$ cat config.mk
export PLATFORM = sky130hd
export DESIGN_NAME = gmf3_ctrl
export DESIGN_NICKNAME = d
export VERILOG_FILES = /design/src/design/gmf3_pkg.sv /design/src/design/gmf3_ctrl.sv
export SDC_FILE = /design/constraint.sdc
export NUM_CORES = 1
export LEC_CHECK = 0
export ABC_AREA = 1
export BUFFER_PORTS_ARGS = -buffer_cell sky130_fd_sc_hd__buf_2
export CORE_AREA = 2 2 39 41
export CTS_BUF_LIST = sky130_fd_sc_hd__clkbuf_4
export DETAILED_ROUTE_END_ITERATION = 10
export DIE_AREA = 0 0 41 43
export SLEW_MARGIN = 40
export SYNTH_ARGS = -nofsm -noshare
export SYNTH_HDL_FRONTEND = slang
export SYNTH_SLANG_ARGS = --single-unit
$ cat constraint.sdc
create_clock -name clk -period 1.3 [get_ports clk]
set_input_delay 0.065 -clock clk [delete_from_list [all_inputs] [get_ports clk]]
set_output_delay 0.065 -clock clk [all_outputs]
set_load 0.005 [all_outputs]
$ cat src/design/gmf3_pkg.sv
// ----------------------------------------------------------------------------
// gmf3_pkg
// Shared constants, controller/datapath interface types and a helper function
// for the 3x3 geometric mean filter.
// ----------------------------------------------------------------------------
package gmf3_pkg;

    localparam int DEF_MAX_WIDTH = 2048;
    localparam int DEF_FRAC_BITS = 8;

    localparam int CFG_W      = 12;
    localparam int PIX_W      = 8;
    localparam int OUT_W      = 16;
    localparam int PROD_W     = 9 * PIX_W;
    localparam int LIMB_W     = 32;

    localparam logic [CFG_W-1:0] WIDTH_RESET  = 12'd1920;
    localparam logic [CFG_W-1:0] HEIGHT_RESET = 12'd1281;
    localparam logic [CFG_W-1:0] DIM_MIN      = 12'd3;

    // Configuration register indexes.
    localparam logic REG_WIDTH  = 1'b0;
    localparam logic REG_HEIGHT = 1'b1;

    // Input function codes.
    localparam logic FUNC_PIXEL = 1'b0;
    localparam logic FUNC_DRAIN = 1'b1;

    // Kind of result an item produces.
    typedef logic [1:0] kind_t;
    localparam kind_t RES_NONE = 2'd0;
    localparam kind_t RES_PASS = 2'd1;
    localparam kind_t RES_ROOT = 2'd2;

    typedef struct packed {
        logic accept;     // transaction taken, launch line store reads
        logic step;       // window/counter update with read data
        logic prod_step;  // one multiply of the window product
        logic cand_load;  // load next root candidate
        logic mul_step;   // one limb of candidate power multiply
        logic cmp_step;   // compare candidate power against target
        logic load_out;   // move staged result into output register
    } cmd_t;

    typedef struct packed {
        kind_t kind;
        logic  prod_last;
        logic  mul_last;
        logic  bit_last;
    } status_t;

    function automatic logic [OUT_W-1:0] sat16(input logic [31:0] v);
        logic [OUT_W-1:0] r;
        if (v > 32'h0000_FFFF)
        begin
            r = '1;
        end
        else
        begin
            r = v[OUT_W-1:0];
        end
        return r;
    endfunction

endpackage

$ cat src/design/gmf3_ctrl.sv
// ----------------------------------------------------------------------------
// gmf3_ctrl
// Controller state machine: sequences line store access, the window product,
// the bitwise ninth-root search and the output register handshake.
// ----------------------------------------------------------------------------
module gmf3_ctrl (
    input  logic              clk,
    input  logic              rst_n,
    input  logic              pix_valid,
    output logic              pix_stall,
    output logic              res_valid,
    input  logic              res_stall,
    input  gmf3_pkg::status_t status,
    output gmf3_pkg::cmd_t    cmd
);
    import gmf3_pkg::*;

    localparam logic [2:0] ST_IDLE = 3'd0;
    localparam logic [2:0] ST_READ = 3'd1;
    localparam logic [2:0] ST_PROD = 3'd2;
    localparam logic [2:0] ST_CAND = 3'd3;
    localparam logic [2:0] ST_MUL  = 3'd4;
    localparam logic [2:0] ST_CMP  = 3'd5;
    localparam logic [2:0] ST_EMIT = 3'd6;

    logic [2:0] state_reg, state_next;
    logic       out_valid_reg, out_valid_next;
    logic       out_free;

    assign pix_stall = (state_reg != ST_IDLE);
    assign res_valid = out_valid_reg;
    assign out_free  = !out_valid_reg || !res_stall;

    always_comb
    begin
        state_next     = state_reg;
        cmd            = '0;
        out_valid_next = out_valid_reg && res_stall;
        unique case (state_reg)
            ST_IDLE:
            begin
                if (pix_valid)
                begin
                    cmd.accept = 1'b1;
                    state_next = ST_READ;
                end
            end
            ST_READ:
            begin
                cmd.step = 1'b1;
                case (status.kind)
                    RES_PASS: state_next = ST_EMIT;
                    RES_ROOT: state_next = ST_PROD;
                    default:  state_next = ST_IDLE;
                endcase
            end
            ST_PROD:
            begin
                cmd.prod_step = 1'b1;
                if (status.prod_last)
                begin
                    state_next = ST_CAND;
                end
            end
            ST_CAND:
            begin
                cmd.cand_load = 1'b1;
                state_next    = ST_MUL;
            end
            ST_MUL:
            begin
                cmd.mul_step = 1'b1;
                if (status.mul_last)
                begin
                    state_next = ST_CMP;
                end
            end
            ST_CMP:
            begin
                cmd.cmp_step = 1'b1;
                state_next   = status.bit_last ? ST_EMIT : ST_CAND;
            end
            ST_EMIT:
            begin
                if (out_free)
                begin
                    cmd.load_out   = 1'b1;
                    out_valid_next = 1'b1;
                    state_next     = ST_IDLE;
                end
            end
            default:
            begin
                state_next = ST_IDLE;
            end
        endcase
    end

    always_ff @(posedge clk or negedge rst_n)
    begin
        if (!rst_n)
        begin
            state_reg     <= ST_IDLE;
            out_valid_reg <= 1'b0;
        end
        else
        begin
            state_reg     <= state_next;
            out_valid_reg <= out_valid_next;
        end
    end

`ifndef NO_ASSERTIONS
    a_accept_to_read: assert property (@(posedge clk) disable iff (!rst_n)
        (pix_valid && !pix_stall) |=> (state_reg == ST_READ))
        else $error("accepted transaction did not move to line store read");

    a_load_when_free: assert property (@(posedge clk) disable iff (!rst_n)
        cmd.load_out |-> (!out_valid_reg || !res_stall))
        else $error("output register overwritten while result pending");

    a_root_done_emit: assert property (@(posedge clk) disable iff (!rst_n)
        (state_reg == ST_CMP && status.bit_last) |=> (state_reg == ST_EMIT))
        else $error("root search finished without emitting");
`endif

endmodule

==> results.toml <==
[status]
status = "complete, no violations"

[cts]
cts_setup_buffers = 0
cts_made_buffers = 3
cts_max_level = 1
cts_root_buf = "clkbuf_4"
cts_buffer_depth = 2
cts_tree = "yes"
clkTransAtPathRegs_ns = 0.04
clk_latency_ns = 0.23
clock-sinks = 4

[timing]
hold_viol = 0
worst_pin_slew_ns = 0.2330
slew_violations = 0
hold_ws_ns = 0.09703
fin_skew_ns = 0.003439
fmax_mhz = 838.1
relSlewSlack = 0.8447
layout_setup_ws_ns = 0.1068
setup_total_negative_slack_ns = 0
rsz0062_at_grt = "false"
finalCritPeriodShare = 0.9179
setup_viol = 0
fin_crit_ns = 1.193

[floorplanning]
io_pins = 18
start_util = 0.2306
row_count = 14
die_x_um = 41
coreArea_um2 = 1384
die-area_um2 = 1763
die_h_um = 43

[worst_hold_path]
holdPathStages = 3
hp-class = "primary input to register"

[global_routing]
grt_max_degree = 8
grt_util_all_layers = 0.1137
grt_pass1_wl_mm = 1.311
overflow = 0
first_global_vias = 342
antenna_found_initial = 0

[logic_synthesis]
synth_common_cells = "nand2_1, nor2_1, inv_1"
synth_area_leaders = "dfrtp_1, nand2_1, nor2_1"
yosys_most_used_dff = "dfrtp_1"
synth_seq_cells = 4
async_flop_share = 1.000
yosysSeqAreaShare = 0.3137
synth_top_area_cell = "dfrtp_1"
synth_cell_types = 14
syn_area_um2 = 319.1
ys_warn_count = 0
avgSynthCellArea_um2 = 6.256
syn_inst = 51
synth_nets = 61
synth_top_area_share = 0.3137
synth_edf_count = 0

[placement]
place_congestion = 0.7385
hpwl_um = 650.9
dp_slack_ns = 0.1773
place_area_um2 = 424.2
dp.cells = 84
port_buffers = 17

[finish]
fill_cells = 157
syn2layout_area_growth_pct = 45.10
nets = 84
final_layout_size_suffix_gt1_frac = 0.3889
num_antenna_cells = 0
stdcell_area_um2 = 462.9
instances_no_fill = 88
largest_reg_flops = 3

[flow_run]
maxCapViolations = 0

[pwr]
p_leak_nw = 0.2853
switching_share = 0.4635
pwr-share-comb = 0.544
p_sw_mw = 0.4253
p_seq_frac = 0.288
power.density_nw_per_um2 = 1982
p_int_mw = 0.4923
clock_power_share = 0.168
ir_drop_v = 0.0007612

[route]
vias = 372
first_pass_iters = 2
post_drt_via_cell_ratio = 4.227
wl_per_cell_um = 9.159
wl_um = 806
drt_iter0_drc = 5
drc_errors = 0
ant_nets = 0

[critical_path]
end_kind = "output port"
crit_type = "register to output port"
critPathRequiredTime_ns = 1.24
arrival_ns = 1.13
crit_path_max_fanout = 6
critPathLaunchType = "register"
reg2reg_depth = 5
## critical path, cell delays in order, from the launching register on
cell and delay [ns]:
dfrtp_1 0.46, nand3_1 0.18, a21oi_1 0.14, buf_2 0.12
## layout make-up
type,count,area [um2],share of cell area
tap,16,20.02,0.04324
clock buffer,3,22.52,0.04865
multi-input combinational,37,186.4,0.4027
inverter,10,37.54,0.08108
sequential,4,101.3,0.2189
timing repair buffer,18,95.09,0.2054
## layer usage
layer	track usage	vias up	routed length [um]
met2	0.1563	13	373
met5	0	-	0
met4	0.08000	0	0
met1	0.1456	158	375
met3	0.03141	0	56
li1	-	201	-
## kinds of logic after synthesis
group,after synthesis,share of synthesized area
buf+inv,10,0.1177
simple gates,30,0.4275
flops,4,0.3137
fa+ha+maj,1,0.03921
compound gates,6,0.1020
## power groups by stage
stage | logic [mW] | clock network [mW] | registers, mW
3_5_place_dp | 0.492 | 0 | 0.255
4_1_cts | 0.499 | 0.164 | 0.253
5_1_grt | 0.580 | 0.175 | 0.276
6_report | 0.499 | 0.154 | 0.265
3_3_place_gp | 0.487 | 0 | 0.250
2_1_floorplan | 0.322 | 0 | 0.243
## timing repair
| item | 4_1_cts | 5_1_grt |
|---|---|---|
| gates resized for setup | 0 | 2 |
| hold endpoints to repair | 4 | 0 |
| endpoints found under the setup margin | 0 | 1 |
| hold buffers | 1 | 0 |
## through the flow
step	utilization	total power, mW
after floorplan	-	0.5649
after global placement	0.3065	0.7370
after detailed placement	0.3065	0.7477
after CTS	0.3300	0.9163
after global routing	0.3345	1.030
final	0.3345	0.9176
## placed cells by master, fill, tap and decap left out, types with 2 or more instances in the layout
cell / count
clkbuf_4: 3
nand2_1: 10
nor3_1: 2
nand3_1: 3
nor2_1: 10
inv_1: 7
buf_2: 17
o21ai_0: 3
dfrtp_1: 3
a21oi_1: 2
nor2_2: 2
inv_2: 3
## worst paths after layout
path | start | slack, ns | end
setup reg to reg | state_reg[2] | 0.18 | state_reg[0]
hold / removal | res_stall | 0.1 | res_valid
max in group asynchronous | rst_n | 1.00 | state_reg[0]
hold reg to reg | res_valid | 0.55 | res_valid
min in group asynchronous | rst_n | 0.16 | res_valid
setup / recovery | state_reg[1] | 0.11 | cmd[0]
Note: power is estimated with default switching activity, not from simulation.
